### config.mk
export PLATFORM = sky130hd
export DESIGN_NAME = xor_keyed_archive_index_parser_flat
export DESIGN_NICKNAME = d
export VERILOG_FILES = /design/src/sv/xkaip_pkg.sv /design/src/sv/xkaip_ifs.sv /design/src/sv/xkaip_apb_regs.sv /design/src/sv/xor_keyed_archive_index_parser.sv /design/src/flat_wrapper.sv
export SDC_FILE = /design/constraint.sdc
export NUM_CORES = 1
export LEC_CHECK = 0
export BUFFER_PORTS_ARGS = -buffer_cell sky130_fd_sc_hd__buf_2
export CAP_MARGIN = 10
export CORE_MARGIN = 3
export CORE_UTILIZATION = 30
export CTS_BUF_LIST = sky130_fd_sc_hd__clkbuf_4
export DETAILED_ROUTE_END_ITERATION = 10
export HOLD_SLACK_MARGIN = 0.08
export PLACE_DENSITY = 0.53
export SYNTH_ARGS = -nofsm -noshare
export SYNTH_HDL_FRONTEND = slang
export SYNTH_SLANG_ARGS = --single-unit
### constraint.sdc
create_clock -name clk -period 10.3 [get_ports clk]
set_input_delay 1.03 -clock clk [delete_from_list [all_inputs] [get_ports clk]]
set_output_delay 1.03 -clock clk [all_outputs]
set_load 0.01 [all_outputs]
### src/sv/xkaip_pkg.sv
// ----------------------------------------------------------------------------
// xkaip_pkg
// Shared types and constants for the keyed archive index parser.
// ----------------------------------------------------------------------------
package xkaip_pkg;

  localparam int unsigned WORD_W         = 32;
  localparam int unsigned BYTE_W         = 8;
  localparam int unsigned NAME_LEN_W     = 13;
  localparam int unsigned APB_ADDR_W     = 3;
  localparam int unsigned APB_DATA_W     = 32;
  localparam int unsigned MAX_NAME_BYTES = 4096;
  localparam int unsigned START_POS      = 8;
  localparam int unsigned KEY_MUL        = 9;
  localparam int unsigned KEY_ADD        = 3;

  // Register indexes on the configuration port
  localparam logic REG_SIZE_BOUND = 1'b0;

  typedef enum logic [2:0] {
    PH_KEY,
    PH_OFFSET,
    PH_SIZE,
    PH_EKEY,
    PH_NLEN,
    PH_NAME,
    PH_DONE
  } phase_t;

  typedef enum logic [1:0] {
    KIND_HEADER = 2'd0,
    KIND_NAME   = 2'd1,
    KIND_END    = 2'd2,
    KIND_ERROR  = 2'd3
  } kind_t;

endpackage

### src/sv/xkaip_ifs.sv
// ----------------------------------------------------------------------------
// xkaip_ifs
// Valid/ready channels for raw archive bytes and decoded index results.
// ----------------------------------------------------------------------------
interface xkaip_in_if import xkaip_pkg::*; ();
  logic              valid;
  logic              ready;
  logic [BYTE_W-1:0] data_byte;

  modport source (output valid, data_byte, input ready);
  modport sink   (input valid, data_byte, output ready);
endinterface

interface xkaip_out_if import xkaip_pkg::*; ();
  logic                  valid;
  logic                  ready;
  logic [1:0]            kind;
  logic [WORD_W-1:0]     entry_offset;
  logic [WORD_W-1:0]     entry_size;
  logic [WORD_W-1:0]     entry_key;
  logic [NAME_LEN_W-1:0] name_length;
  logic [BYTE_W-1:0]     name_char;
  logic                  last;

  modport source (output valid, kind, entry_offset, entry_size, entry_key,
                  name_length, name_char, last, input ready);
  modport sink   (input valid, kind, entry_offset, entry_size, entry_key,
                  name_length, name_char, last, output ready);
endinterface

### src/sv/xkaip_apb_regs.sv
// ----------------------------------------------------------------------------
// xkaip_apb_regs
// APB register file holding the archive size used for the name bound check.
// ----------------------------------------------------------------------------
module xkaip_apb_regs import xkaip_pkg::*; (
  input  logic                  clk,
  input  logic                  rst,
  input  logic                  psel,
  input  logic                  penable,
  input  logic                  pwrite,
  input  logic [APB_ADDR_W-1:0] paddr,
  input  logic [APB_DATA_W-1:0] pwdata,
  output logic [APB_DATA_W-1:0] prdata,
  output logic                  pready,
  output logic [WORD_W-1:0]     size_bound
);

  logic reg_sel;
  logic wr_en;

  // Word index lives above the byte lane bits
  assign reg_sel = (paddr[APB_ADDR_W-1] == REG_SIZE_BOUND) &&
                   (paddr[1:0] == 2'b00);
  assign wr_en   = psel && penable && pwrite;
  assign pready  = 1'b1;

  always_ff @(posedge clk) begin
    if (rst) begin
      size_bound <= '0;
    end else if (wr_en && (paddr[APB_ADDR_W-1] == REG_SIZE_BOUND)) begin
      size_bound <= pwdata[WORD_W-1:0];
    end
  end

  always_comb begin
    prdata = '0;
    if (reg_sel) begin
      prdata = size_bound;
    end
  end

endmodule

### src/sv/xor_keyed_archive_index_parser.sv
// ----------------------------------------------------------------------------
// xor_keyed_archive_index_parser
// Decodes the XOR-keyed index table of an archive, one byte per transfer.
// ----------------------------------------------------------------------------
//
//  Channel  Direction  Payload                                   Handshake
//  -------  ---------  ----------------------------------------  ---------
//  in_ch    sink       data_byte                                 valid/ready
//  out_ch   source     kind, entry_offset, entry_size,           valid/ready
//                      entry_key, name_length, name_char, last
//  apb      slave      archive size bound at byte address 0      psel/penable
//
//  One input byte is taken per clock while in_ch.ready is high. Each
//  accepted byte updates the parse state and, if it produces a result,
//  loads the output register in the same edge; it is the only stage.
//  in_ch.ready is high whenever the output register is empty or being taken,
//  so a full-rate stream runs at one byte per cycle while out_ch keeps up.
//  Reset (rst, synchronous) clears the parse state to wait for the key word
//  with stream position eight, and clears the archive size bound.
// ----------------------------------------------------------------------------
module xor_keyed_archive_index_parser import xkaip_pkg::*; (
  input  logic                  clk,
  input  logic                  rst,
  xkaip_in_if.sink              in_ch,
  xkaip_out_if.source           out_ch,
  input  logic                  psel,
  input  logic                  penable,
  input  logic                  pwrite,
  input  logic [APB_ADDR_W-1:0] paddr,
  input  logic [APB_DATA_W-1:0] pwdata,
  output logic [APB_DATA_W-1:0] prdata,
  output logic                  pready
);

  logic [WORD_W-1:0] size_bound;

  xkaip_apb_regs u_regs (
    .clk        (clk),
    .rst        (rst),
    .psel       (psel),
    .penable    (penable),
    .pwrite     (pwrite),
    .paddr      (paddr),
    .pwdata     (pwdata),
    .prdata     (prdata),
    .pready     (pready),
    .size_bound (size_bound)
  );

  // Parse state
  phase_t                phase, phase_next;
  logic [1:0]            word_byte_count, word_byte_count_next;
  logic [WORD_W-1:0]     word_gather, word_gather_next;
  logic [WORD_W-1:0]     table_key, table_key_next;
  logic [WORD_W-1:0]     held_offset, held_offset_next;
  logic [WORD_W-1:0]     held_size, held_size_next;
  logic [WORD_W-1:0]     held_entry_key, held_entry_key_next;
  logic [NAME_LEN_W-1:0] name_left, name_left_next;
  logic [1:0]            name_lane, name_lane_next;
  logic [WORD_W-1:0]     stream_position, stream_position_next;

  // Output register
  logic                  out_valid;
  kind_t                 out_kind;
  logic [WORD_W-1:0]     out_offset;
  logic [WORD_W-1:0]     out_size;
  logic [WORD_W-1:0]     out_ekey;
  logic [NAME_LEN_W-1:0] out_nlen;
  logic [BYTE_W-1:0]     out_char;
  logic                  out_last;

  // Result of the byte being accepted
  logic                  res_valid;
  kind_t                 res_kind;
  logic [WORD_W-1:0]     res_offset;
  logic [WORD_W-1:0]     res_size;
  logic [WORD_W-1:0]     res_ekey;
  logic [NAME_LEN_W-1:0] res_nlen;
  logic [BYTE_W-1:0]     res_char;
  logic                  res_last;

  logic                  accept;
  logic [WORD_W-1:0]     full_word;
  logic [WORD_W-1:0]     plain_word;
  logic [WORD_W-1:0]     pos_inc;
  logic [WORD_W-1:0]     room;
  logic [BYTE_W-1:0]     key_byte;
  logic [NAME_LEN_W-1:0] left_dec;

  assign in_ch.ready = !out_valid || out_ch.ready;
  assign accept      = in_ch.valid && in_ch.ready;

  // Word as it stands once this byte lands in its lane
  always_comb begin
    full_word = word_gather;
    case (word_byte_count)
      2'd0:    full_word[7:0]   = word_gather[7:0]   | in_ch.data_byte;
      2'd1:    full_word[15:8]  = word_gather[15:8]  | in_ch.data_byte;
      2'd2:    full_word[23:16] = word_gather[23:16] | in_ch.data_byte;
      default: full_word[31:24] = word_gather[31:24] | in_ch.data_byte;
    endcase
  end

  assign plain_word = full_word ^ table_key;

  // Position once the current byte is taken, held at the top of the range
  assign pos_inc = (stream_position != '1) ? (stream_position + WORD_W'(1)) :
                   stream_position;

  // Bytes left in the archive past the name length word, floored at zero
  assign room = (size_bound > pos_inc) ? (size_bound - pos_inc) : '0;

  always_comb begin
    case (name_lane)
      2'd0:    key_byte = table_key[7:0];
      2'd1:    key_byte = table_key[15:8];
      2'd2:    key_byte = table_key[23:16];
      default: key_byte = table_key[31:24];
    endcase
  end

  assign left_dec = name_left - NAME_LEN_W'(1);

  always_comb begin
    phase_next           = phase;
    word_byte_count_next = word_byte_count;
    word_gather_next     = word_gather;
    table_key_next       = table_key;
    held_offset_next     = held_offset;
    held_size_next       = held_size;
    held_entry_key_next  = held_entry_key;
    name_left_next       = name_left;
    name_lane_next       = name_lane;
    stream_position_next = stream_position;

    res_valid  = 1'b0;
    res_kind   = KIND_HEADER;
    res_offset = '0;
    res_size   = '0;
    res_ekey   = '0;
    res_nlen   = '0;
    res_char   = '0;
    res_last   = 1'b0;

    if (phase != PH_DONE) begin
      // Position saturates at the top of the range
      if (stream_position != '1) begin
        stream_position_next = stream_position + WORD_W'(1);
      end
    end

    if (accept && (phase != PH_DONE)) begin
      if (phase == PH_NAME) begin
        // Name bytes bypass word gathering; key byte rotates per byte
        name_lane_next = name_lane + 2'd1;
        name_left_next = left_dec;
        res_valid      = 1'b1;
        res_kind       = KIND_NAME;
        res_char       = in_ch.data_byte ^ key_byte;
        res_last       = (left_dec == '0);
        if (left_dec == '0) begin
          phase_next = PH_OFFSET;
        end
      end else begin
        word_byte_count_next = word_byte_count + 2'd1;
        if (word_byte_count != 2'd3) begin
          word_gather_next = full_word;
        end else begin
          word_gather_next = '0;
          case (phase)
            PH_KEY: begin
              // K = W*9 + 3, as shift and add
              table_key_next = (full_word << 3) + full_word + WORD_W'(KEY_ADD);
              phase_next     = PH_OFFSET;
            end
            PH_OFFSET: begin
              held_offset_next = plain_word;
              if (plain_word == '0) begin
                phase_next = PH_DONE;
                res_valid  = 1'b1;
                res_kind   = KIND_END;
              end else begin
                phase_next = PH_SIZE;
              end
            end
            PH_SIZE: begin
              held_size_next = plain_word;
              phase_next     = PH_EKEY;
            end
            PH_EKEY: begin
              held_entry_key_next = plain_word;
              phase_next          = PH_NLEN;
            end
            default: begin
              res_valid = 1'b1;
              if ((plain_word > WORD_W'(MAX_NAME_BYTES)) || (plain_word > room)) begin
                phase_next = PH_DONE;
                res_kind   = KIND_ERROR;
              end else begin
                name_left_next = plain_word[NAME_LEN_W-1:0];
                name_lane_next = 2'd0;
                phase_next     = (plain_word == '0) ? PH_OFFSET : PH_NAME;
                res_kind       = KIND_HEADER;
                res_offset     = held_offset;
                res_size       = held_size;
                res_ekey       = held_entry_key;
                res_nlen       = plain_word[NAME_LEN_W-1:0];
                res_last       = (plain_word == '0);
              end
            end
          endcase
        end
      end
    end

    // Position only advances on an accepted byte
    if (!accept) begin
      stream_position_next = stream_position;
    end
  end

  always_ff @(posedge clk) begin
    if (rst) begin
      phase           <= PH_KEY;
      word_byte_count <= '0;
      word_gather     <= '0;
      table_key       <= '0;
      held_offset     <= '0;
      held_size       <= '0;
      held_entry_key  <= '0;
      name_left       <= '0;
      name_lane       <= '0;
      stream_position <= WORD_W'(START_POS);
    end else begin
      phase           <= phase_next;
      word_byte_count <= word_byte_count_next;
      word_gather     <= word_gather_next;
      table_key       <= table_key_next;
      held_offset     <= held_offset_next;
      held_size       <= held_size_next;
      held_entry_key  <= held_entry_key_next;
      name_left       <= name_left_next;
      name_lane       <= name_lane_next;
      stream_position <= stream_position_next;
    end
  end

  // Output register: load on a new result, drop when taken
  always_ff @(posedge clk) begin
    if (rst) begin
      out_valid <= 1'b0;
    end else if (res_valid) begin
      out_valid <= 1'b1;
    end else if (out_ch.ready) begin
      out_valid <= 1'b0;
    end
  end

  always_ff @(posedge clk) begin
    if (res_valid) begin
      out_kind   <= res_kind;
      out_offset <= res_offset;
      out_size   <= res_size;
      out_ekey   <= res_ekey;
      out_nlen   <= res_nlen;
      out_char   <= res_char;
      out_last   <= res_last;
    end
  end

  assign out_ch.valid        = out_valid;
  assign out_ch.kind         = out_kind;
  assign out_ch.entry_offset = out_offset;
  assign out_ch.entry_size   = out_size;
  assign out_ch.entry_key    = out_ekey;
  assign out_ch.name_length  = out_nlen;
  assign out_ch.name_char    = out_char;
  assign out_ch.last         = out_last;

endmodule

### src/flat_wrapper.sv
// flat-port wrapper written by rule: the top's interface ports become plain ports
module xor_keyed_archive_index_parser_flat import xkaip_pkg::*;
  (clk, rst, psel, penable, pwrite, paddr, pwdata, prdata, pready, in_ch_valid, in_ch_data_byte, in_ch_ready, out_ch_valid, out_ch_kind, out_ch_entry_offset, out_ch_entry_size, out_ch_entry_key, out_ch_name_length, out_ch_name_char, out_ch_last, out_ch_ready);
  xkaip_in_if in_ch_i ();
  xkaip_out_if out_ch_i ();
  input  logic clk;
  input  logic rst;
  input  logic psel;
  input  logic penable;
  input  logic pwrite;
  input  logic [APB_ADDR_W-1:0] paddr;
  input  logic [APB_DATA_W-1:0] pwdata;
  output logic [APB_DATA_W-1:0] prdata;
  output logic pready;
  input wire logic [$bits(in_ch_i.valid)-1:0] in_ch_valid;
  input wire logic [$bits(in_ch_i.data_byte)-1:0] in_ch_data_byte;
  output wire logic [$bits(in_ch_i.ready)-1:0] in_ch_ready;
  output wire logic [$bits(out_ch_i.valid)-1:0] out_ch_valid;
  output wire logic [$bits(out_ch_i.kind)-1:0] out_ch_kind;
  output wire logic [$bits(out_ch_i.entry_offset)-1:0] out_ch_entry_offset;
  output wire logic [$bits(out_ch_i.entry_size)-1:0] out_ch_entry_size;
  output wire logic [$bits(out_ch_i.entry_key)-1:0] out_ch_entry_key;
  output wire logic [$bits(out_ch_i.name_length)-1:0] out_ch_name_length;
  output wire logic [$bits(out_ch_i.name_char)-1:0] out_ch_name_char;
  output wire logic [$bits(out_ch_i.last)-1:0] out_ch_last;
  input wire logic [$bits(out_ch_i.ready)-1:0] out_ch_ready;
  assign in_ch_i.valid = in_ch_valid;
  assign in_ch_i.data_byte = in_ch_data_byte;
  assign in_ch_ready = in_ch_i.ready;
  assign out_ch_valid = out_ch_i.valid;
  assign out_ch_kind = out_ch_i.kind;
  assign out_ch_entry_offset = out_ch_i.entry_offset;
  assign out_ch_entry_size = out_ch_i.entry_size;
  assign out_ch_entry_key = out_ch_i.entry_key;
  assign out_ch_name_length = out_ch_i.name_length;
  assign out_ch_name_char = out_ch_i.name_char;
  assign out_ch_last = out_ch_i.last;
  assign out_ch_i.ready = out_ch_ready;
  xor_keyed_archive_index_parser u_core (.clk(clk), .rst(rst), .in_ch(in_ch_i), .out_ch(out_ch_i), .psel(psel), .penable(penable), .pwrite(pwrite), .paddr(paddr), .pwdata(pwdata), .prdata(prdata), .pready(pready));
endmodule
==> impl_metrics.json, run 1 <==
{
  "grt_use_met2_pct": 29.1,
  "crit_type": "flop to flop",
  "fillers": 6620,
  "synth_xor_area_share_pct": 6.64,
  "layout_commonest_cell": "nand2_1",
  "gr-usage-all-layers_pct": 17.9,
  "vias": 17029,
  "cp_slowest_stage_delay_ns": 0.60,
  "grt.busiest_layer": "met2",
  "synth_simple_gate_area_share_pct": 22.3,
  "synth_cell_types": 79,
  "critPathArrivalTime_ns": 9.28,
  "place_congestion": 0.891,
  "wirelength_mm": 62.0,
  "worst_slew_pin_slew_ns": 1.19,
  "cts-resized-gates": 0,
  "synth_edf_count": 120,
  "nNetsFinal": 2609,
  "min-delay-path-class": "primary input to flop",
  "grt_pass1_wl_mm": 94.4,
  "clockRootBuffer": "clkbuf_4",
  "max-slew-margin-rel_pct": 20.4,
  "fin_crit_sh_pct": 84.6,
  "drc_errors": 0,
  "crit_fanout": 75,
  "cap_violations": 0,
  "vdd_drop_max_uv": 66.8,
  "rows": 92,
  "h-tree-depth": 3,
  "setup_viol": 0,
  "dieArea_um2": 67300,
  "viasPerCell": 5.03,
  "hold_viol": 0,
  "grt_setup_unrepaired": "no",
  "num_io_pins": 205,
  "start_util_pct": 30.4,
  "ys_dominant_reg_cell": "dfxtp_1",
  "die_x_um": 259,
  "placed_area_um2": 21200,
  "cts.path.max_buffers": 3,
  "port_buffers": 203,
  "clock_latency_ns": 0.86,
  "grt_max_degree": 110,
  "first_pass_iters": 9,
  "syn_to_final_growth_pct": 16.9,
  "cp-startpoint": "u_core.stream_position[0]",
  "synth_compound_area_share_pct": 15.9,
  "clk_transition_reported_paths_ns": 0.06,
  "place.detailed.hpwl_mm": 43.2,
  "ant_nets": 0,
  "synth.area.mux_share_pct": 0.695,
  "synth_area_um2": 19300,
  "core_area_um2": 63300,
  "finalSetupTns_ns": 0,
  "r2r_start": "u_core.stream_position[0]",
  "ys_ff_latch": 365,
  "hold_buffers": 0,
  "antenna_found_initial": 5,
  "final_area_um2": 22500,
  "drv_slew": 0,
  "period_needed_ns": 8.72,
  "fin_worst_skew_ns": 0.0604,
  "grtUsageMet1_pct": 23.7,
  "syn_area_per_cell_um2": 8.62,
  "syn_inst": 2236,
  "cts-buffers-inserted": 100,
  "crit_required_ns": 10.86,
  "yosys_warnings": 0,
  "seq_area_frac_synth_pct": 44.1,
  "leakage_nw": 9.40,
  "cts_sinks": 365,
  "synth.net_count": 2389,
  "synthArstFlopShare_pct": 0,
  "grt_pass1_vias": 16299,
  "chipHeight_um": 259,
  "synth_fa_ha_area_share_pct": 6.89,
  "power_density_nw_per_um2": 149,
  "post_cts_buffers": 0,
  "max_freq_mhz": 115,
  "hp-start": "pwdata[10]",
  "synth_top_family_by_area": "simple AND/OR/NAND/NOR gates",
  "crit_slowest_cell": "buf_4",
  "dp.cells": 3197,
  "crit_path_start_kind": "flop",
  "drive_gt1_share_pct": 17.4,
  "drtIter0Drc": 1165,
  "gr-total-overflow": 0,
  "grtUsageMet3_pct": 3.24,
  "wl_per_cell_um": 18.3,
  "fin_cells": 3384,
  "endpoint_kind": "flop",
  "cts_tree": "built",
  "outcome": "complete, no violations",
  "hold_slack_ns": 0.419,
  "mostFrequentLayoutCells": "442 x nand2_1, 265 x a21oi_1, 245 x dfxtp_1"
}
[worst paths after layout]
check / endpoint / slack [ns] / cells after the start
worst max-delay path: u_core.out_ch.kind[0] / 1.58 / 36
worst min register to register: u_core.held_entry_key[0] / 0.45 / 2
worst min-delay path: u_core.u_regs.size_bound[10] / 0.42 / 3
worst max register to register: u_core.out_ch.kind[0] / 1.58 / 36
[sequential cells by signal, indices dropped and copies added, names as in the netlist, 32 cells and up, named ones only]
name	flops
u_core.table_key	32
u_core.held_offset	32
u_core.word_gather	32
u_core.out_ch.entry_offset	32
u_core.out_ch.entry_key	32
u_core.held_size	32
u_core.out_ch.entry_size	32
u_core.held_entry_key	32
u_core.u_regs.size_bound	32
[critical path, delay by kind of cell, from the launching register on]
family,cells,cell delay [ns]
flip-flops,1,0.43
adder cells (fa/ha/maj),5,1.47
XOR/XNOR,1,0.15
AND/OR/NAND/NOR,15,2.87
buffers and inverters,3,1.18
AO/OA/AOI/OAI,12,2.30
[logic make-up (layout without fill, tap and decap cells)]
family,count (synthesis),count (layout)
AOI/OAI and AO/OA,520,520
xor gates and xnor gates,146,146
adders and majority gates,106,106
buffers and inverters,168,466
DFF,365,365
muxes,13,13
other,1,5
and+or+nand+nor,917,917
[routing by layer]
| metal | share of wire, % | vias up |
|---|---|---|
| met4 | 2.7 | 0 |
| met1 | 45 | 8060 |
| met5 | 0 | - |
| li1 | - | 8352 |
| met3 | 5.4 | 109 |
| met2 | 46 | 508 |
[area by class of cell]
cell class,count,area (µm²),share of cell area [%]
repair buffers,248,1390,6.17
well taps,846,1060,4.70
multi-input cells,1703,10200,45.1
clock inverters,30,139,0.616
inverters,38,145,0.644
clock buffers,150,1130,5.00
diodes,4,10.0,0.0444
flip-flops and latches,365,8510,37.8
[cell usage after synthesis, types with 3 or more instances]
| cell | instances | area (µm²) |
|---|---|---|
| nand2_1 | 442 | 1660 |
| a21oi_1 | 266 | 1330 |
| dfxtp_1 | 245 | 4900 |
| nor2_1 | 127 | 477 |
| and3_1 | 124 | 776 |
| edfxtp_1 | 120 | 3600 |
| clkbuf_1 | 115 | 432 |
| ha_1 | 102 | 1280 |
| o21ai_0 | 97 | 485 |
| xnor2_1 | 75 | 657 |
| xor2_1 | 71 | 622 |
| a21o_1 | 56 | 420 |
| and2_1 | 40 | 250 |
| inv_1 | 38 | 143 |
| nand3_1 | 34 | 170 |
| nand4_1 | 32 | 200 |
| nor3_1 | 22 | 110 |
| or3_1 | 20 | 125 |
| nor4_1 | 15 | 93.8 |
| nor2b_1 | 14 | 87.6 |
| a31oi_1 | 13 | 81.3 |
| nand2b_1 | 13 | 81.3 |
| o21a_1 | 12 | 90.1 |
| o31ai_1 | 12 | 90.1 |
| a211oi_1 | 11 | 82.6 |
| mux2i_1 | 10 | 100 |
| a222oi_1 | 8 | 80.1 |
| buf_2 | 8 | 40.0 |
| o21bai_1 | 8 | 60.1 |
| nand3b_1 | 7 | 52.6 |
| or2_2 | 6 | 37.5 |
| a31o_2 | 4 | 35.0 |
| o21ai_1 | 4 | 20.0 |
| or4_1 | 4 | 30.0 |
| a21boi_0 | 3 | 22.5 |
| and4_1 | 3 | 26.3 |
| buf_4 | 3 | 22.5 |
| mux2_2 | 3 | 33.8 |
[through the flow]
| stage | util, % | total power, W | setup slack, ns |
|---|---|---|---|
| final | 35.6 | 0.00337 | 1.58 |
| after global placement | 33.5 | 0.00208 | 1.86 |
| after CTS | 35.5 | 0.00341 | 1.66 |
| after detailed placement | 33.5 | 0.00209 | 1.66 |
| after global routing | 35.6 | 0.00355 | 0.877 |
| after floorplan | - | 0.00190 | 2.97 |
[power breakdown]
part	total, W	internal (W)	switching, W
registers	0.00150	0.00149	0.0000105
clock network	0.00130	0.000667	0.000636
logic	0.000568	0.000200	0.000368
total	0.00337	0.00235	0.00101
No activity file was read; power rests on OpenSTA's default activity.
==> inputs of run 2 (changes only) <==
--- a/config.mk
+++ b/config.mk
@@ -12,7 +12,7 @@
 export CTS_BUF_LIST = sky130_fd_sc_hd__clkbuf_4
 export DETAILED_ROUTE_END_ITERATION = 10
 export HOLD_SLACK_MARGIN = 0.08
-export PLACE_DENSITY = 0.53
+export PLACE_DENSITY = 0.55
 export SYNTH_ARGS = -nofsm -noshare
 export SYNTH_HDL_FRONTEND = slang
 export SYNTH_SLANG_ARGS = --single-unit
==> constraint.sdc (replaced) <==
create_clock -name clk -period 7.5 [get_ports clk]
set_input_delay 0.75 -clock clk [delete_from_list [all_inputs] [get_ports clk]]
set_output_delay 0.75 -clock clk [all_outputs]
set_load 0.01 [all_outputs]
==> run 2 against run 1 <==
Compared with the run above: combinational power rose by 55%; clock power rose by 45%; critical path depth did not move; critical path type unchanged; highest routed layer unchanged.
==> impl_metrics.json, run 2 (same netlist as run 1, synthesis figures left out) <==
{
  "max-slew-margin-rel_pct": 18.5,
  "vdd_drop_max_uv": 103,
  "routed.top_layer": "met4",
  "crit_slowest_cell": "or3_4",
  "viasPerCell": 5.00,
  "endpoint_kind": "flop",
  "port_buffers": 203,
  "h-tree-depth": 3,
  "drtIter0Drc": 1291,
  "crit_buf_inv": 4,
  "wirelength_mm": 63.9,
  "dr_wl_met2_mm": 28.9,
  "antenna_found_initial": 1,
  "die_x_um": 259,
  "clock_latency_ns": 0.86,
  "cts-buffers-inserted": 102,
  "grt_pass1_vias": 16525,
  "place.detailed.hpwl_mm": 43.7,
  "clockRootBuffer": "clkbuf_4",
  "setup_viol": 0,
  "wl_per_cell_um": 18.5,
  "drc_errors": 0,
  "gr-total-overflow": 0,
  "crit_path_start_kind": "flop",
  "mostFrequentLayoutCells": "442 x nand2_1, 264 x a21oi_1, 243 x dfxtp_1",
  "path_common_cell": "nand4_1",
  "hold_viol": 0,
  "vias": 17280,
  "cp_top_family": "simple AND/OR/NAND/NOR gates",
  "cap_violations": 0,
  "crit_fanout": 20,
  "start_util_pct": 30.4,
  "rows": 92,
  "cp_slowest_stage_delay_ns": 0.42,
  "drt-met1-wl_mm": 29.1,
  "gr-usage-all-layers_pct": 18.3,
  "nNetsFinal": 2681,
  "cts.path.max_buffers": 3,
  "chipHeight_um": 259,
  "max_freq_mhz": 142,
  "dieArea_um2": 67300,
  "core_area_um2": 63300,
  "critPathArrivalTime_ns": 7.72,
  "fin_worst_skew_ns": 0.0675,
  "crit_required_ns": 8.20,
  "period_needed_ns": 7.02,
  "outcome": "complete, no violations",
  "final_area_um2": 23300,
  "syn_to_final_growth_pct": 21.1,
  "fillers": 6583,
  "grt_max_degree": 110,
  "first_pass_iters": 5,
  "num_io_pins": 205,
  "layout_commonest_cell": "nand2_1",
  "power_density_nw_per_um2": 206,
  "min-delay-path-class": "primary input to flop",
  "cts_tree": "built",
  "ant_nets": 0,
  "grt_pass1_wl_mm": 96.2,
  "crit_type": "flop to flop",
  "cts_sinks": 365,
  "clk_transition_reported_paths_ns": 0.06,
  "leakage_nw": 9.79,
  "placed_area_um2": 21500,
  "finalSetupTns_ns": 0,
  "place_congestion": 0.886,
  "drv_slew": 0,
  "drive_gt1_share_pct": 19.2,
  "worst_slew_pin_slew_ns": 1.22,
  "fin_crit_sh_pct": 93.6,
  "met3_length_mm": 3.81
}
## run 2: cell types whose count changed in the layout (fill, tap and decap cells not counted), sizes merged
cell | before | now
bufinv | 0 | 1
a31o | 4 | 5
buf | 248 | 284
dlygate4sd3 | 0 | 31
clkbuf | 150 | 157
diode | 4 | 2
clkinvlp | 2 | 1
## run 2: power by group
group          switching [W]  internal (W)  total (W)
Sequential         0.0000136       0.00204    0.00205
Clock               0.000894      0.000984    0.00188
Combinational       0.000541      0.000337   0.000879
Total                0.00145       0.00336    0.00481
## run 2: timing repair
item | in CTS | in global routing
setup endpoints to repair | 0 | 129
gates resized for setup | 0 | 20
hold endpoints to repair | 31 | 0
hold buffers | 31 | 0
buffers inserted | 0 | 2
## run 2: final cells by class
type                       count  area [µm²]  share of cell area, %
multi-input combinational   1704       10200                   43.9
sequential                   365        8510                   36.5
timing repair buffer         317        2030                   8.71
clock buffer                 155        1160                   4.99
tap                          846        1060                   4.54
clock inverter                30         181                  0.778
inverter                      38         145                  0.622
antenna                        2        5.00                 0.0215
## run 2: final timing paths
check | cells after the start | from | to | slack, ns
max reg2reg | 36 | flop | u_core.out_ch.name_length[8] | 0.48
min reg2reg | 2 | u_core.held_entry_key[1] | u_core.held_entry_key[1] | 0.45
max | 36 | flop | u_core.out_ch.name_length[8] | 0.48
min | 3 | pwdata[30] | u_core.u_regs.size_bound[30] | 0.19
## run 2: worst min-delay path, stage by stage
cell	delay [ns]
buf_2	0.10
nand2_1	0.06
a21oi_1	0.05
## run 2: layer usage
| layer | vias to the layer above | global-route usage (%) |
|---|---|---|
| met1 | 8131 | 24.8 |
| met5 | - | 0 |
| met2 | 530 | 28.7 |
| li1 | 8496 | - |
| met3 | 123 | 3.13 |
| met4 | 0 | 7.49 |
## run 2: metrics by stage
step	utilization [%]	hold WS [ns]	instances	setup slack (ns)	power [W]
final	36.9	0.190	3457	0.482	0.00481
after global placement	33.9	0.439	3232	0.172	0.00288
after CTS	36.5	0.0872	3448	0.0318	0.00481
after global routing	36.8	0.135	3456	-0.00510	0.00507
after floorplan	-	0.432	2236	0.172	0.00261
after detailed placement	33.9	0.442	3232	0.0600	0.00289
==> inputs of run 3 (changes only) <==
--- a/config.mk
+++ b/config.mk
@@ -8,11 +8,11 @@
 export BUFFER_PORTS_ARGS = -buffer_cell sky130_fd_sc_hd__buf_2
 export CAP_MARGIN = 10
 export CORE_MARGIN = 3
-export CORE_UTILIZATION = 30
+export CORE_UTILIZATION = 45
 export CTS_BUF_LIST = sky130_fd_sc_hd__clkbuf_4
 export DETAILED_ROUTE_END_ITERATION = 10
 export HOLD_SLACK_MARGIN = 0.08
-export PLACE_DENSITY = 0.55
+export PLACE_DENSITY = 0.73
 export SYNTH_ARGS = -nofsm -noshare
 export SYNTH_HDL_FRONTEND = slang
 export SYNTH_SLANG_ARGS = --single-unit
==> run 3 against run 2 <==
Compared with the run above: final area shrank 3.3%; utilization grew 17 points; power shrank 2.0%; die area shrank 33%; largest power group unchanged; highest routed layer is now met5.
==> impl_metrics.json, run 3 (same netlist as run 1, synthesis figures left out) <==
{
  "grt_pass1_vias": 16260,
  "place_congestion": 0.975,
  "fillers": 3866,
  "fin_worst_skew_ns": 0.0683,
  "vdd_drop_max_uv": 126,
  "layout_commonest_cell": "nand2_1",
  "grtUsageMet3_pct": 4.51,
  "gr-total-overflow": 0,
  "rows": 75,
  "dp.cells": 2916,
  "switchingPower_w": 0.00141,
  "nNetsFinal": 2645,
  "cts-buffers-inserted": 97,
  "intPower_w": 0.00331,
  "port_buffers": 203,
  "worstHoldPathCells": 3,
  "power_density_nw_per_um2": 209,
  "min-delay-path-class": "primary input to flop",
  "gr-usage-all-layers_pct": 24.6,
  "drv_slew": 0,
  "hold_slack_ns": 0.171,
  "wirelength_mm": 58.9,
  "die_x_um": 213,
  "power_frac_seq_pct": 43.6,
  "h-tree-depth": 3,
  "wl_per_cell_um": 18.9,
  "max_freq_mhz": 139,
  "grt.busiest_layer": "met2",
  "p_comb_share_pct": 18.5,
  "crit_required_ns": 8.21,
  "clk_transition_reported_paths_ns": 0.07,
  "leakage_nw": 9.65,
  "crit_type": "flop to flop",
  "num_io_pins": 205,
  "viasPerCell": 5.63,
  "crit_slowest_cell": "dfxtp_1",
  "setup_viol": 0,
  "hp-start": "pwdata[7]",
  "p_clk_share_pct": 38.0,
  "antenna_found_initial": 2,
  "outcome": "complete, no violations",
  "drive_gt1_share_pct": 18.9,
  "cts_sinks": 365,
  "grt_use_met2_pct": 39.1,
  "critPathArrivalTime_ns": 7.88,
  "syn_to_final_growth_pct": 17.0,
  "max-slew-margin-rel_pct": 13.1,
  "hold_viol": 0,
  "multi_input_area_um2": 10200,
  "sw_frac_of_total_pct": 29.9,
  "chipHeight_um": 213,
  "cp-startpoint": "u_core.stream_position[18]",
  "drtIter0Drc": 1334,
  "fin_cells": 3115,
  "mostFrequentLayoutCells": "442 x nand2_1, 264 x a21oi_1, 244 x dfxtp_1",
  "core_area_um2": 42100,
  "place.detailed.hpwl_mm": 39.8,
  "dieArea_um2": 45300,
  "clock_latency_ns": 0.85,
  "worst_slew_pin_slew_ns": 1.30,
  "vias": 17551,
  "grt_pass1_wl_mm": 87.8,
  "period_needed_ns": 7.18,
  "cap_violations": 0,
  "start_util_pct": 45.7,
  "r2r_start": "u_core.stream_position[18]",
  "cts.path.max_buffers": 3,
  "ant_nets": 0,
  "cp_slowest_stage_delay_ns": 0.42,
  "reg2reg_depth": 34,
  "seqCellArea_um2": 8510,
  "grtUsageMet1_pct": 32.2,
  "fin_crit_sh_pct": 95.7,
  "grt_max_degree": 128,
  "crit_path_start_kind": "flop",
  "drc_errors": 0,
  "endpoint_kind": "flop",
  "cts_tree": "built",
  "crit_fanout": 28,
  "clockRootBuffer": "clkbuf_4",
  "first_pass_iters": 5
}
[run 3: area by class of cell]
type / count / area share, %
antenna: 1 / 0.0111
clock buffer: 152 / 5.06
clock inverter: 30 / 0.677
inverter: 38 / 0.643
multi-input combinational: 1704 / 45.3
sequential: 365 / 37.7
tap: 539 / 2.99
timing repair buffer: 286 / 7.62
[run 3: power by group through the flow]
stage | Clock (W) | Combinational [W] | Sequential [W]
6_report | 0.00179 | 0.000870 | 0.00205
5_1_grt | 0.00194 | 0.000942 | 0.00205
4_1_cts | 0.00184 | 0.000768 | 0.00205
3_5_place_dp | 0 | 0.000763 | 0.00210
3_3_place_gp | 0 | 0.000747 | 0.00210
2_1_floorplan | 0 | 0.000520 | 0.00209
[run 3: per-layer routing]
metal	share of wire [%]	vias up
met2	46	679
met1	43	8283
li1	-	8439
met5	0.022	-
met4	4.1	2
met3	7.1	148
[run 3: through the flow]
stage          power [W]  area [µm²]  setup WS [ns]  setup TNS [ns]  util, %
5_1_grt          0.00494       22600        -0.0689           -3.23     53.5
3_3_place_gp     0.00284       21000          0.198               0     49.9
2_1_floorplan    0.00261       19300          0.172               0        -
6_report         0.00471       22600          0.323               0     53.5
4_1_cts          0.00466       22300         0.0162               0     53.0
3_5_place_dp     0.00286       21000         0.0475               0     49.9
[run 3: worst paths after layout]
kind	endpoint	slack, ns
max	u_core.out_ch.entry_offset[21]	0.32
min	u_core.u_regs.size_bound[7]	0.17
max reg2reg	u_core.out_ch.entry_offset[21]	0.32
min reg2reg	u_core.held_size[23]	0.45
[run 3: repair_timing]
action	CTS	global route
endpoints found under the setup margin	0	129
hold buffers	4	0
hold endpoints to repair	4	0
resized for setup	0	21
setup buffers	0	7
[run 3: critical path, delay by kind of cell, from the launching register on]
kind                     cells  cell delay, ns
adder cells (fa/ha/maj)      4            1.29
XOR/XNOR                     1            0.13
AND/OR/NAND/NOR             14            2.42
buffers and inverters        3            0.62
flip-flops                   1            0.42
AO/OA/AOI/OAI               12            2.17
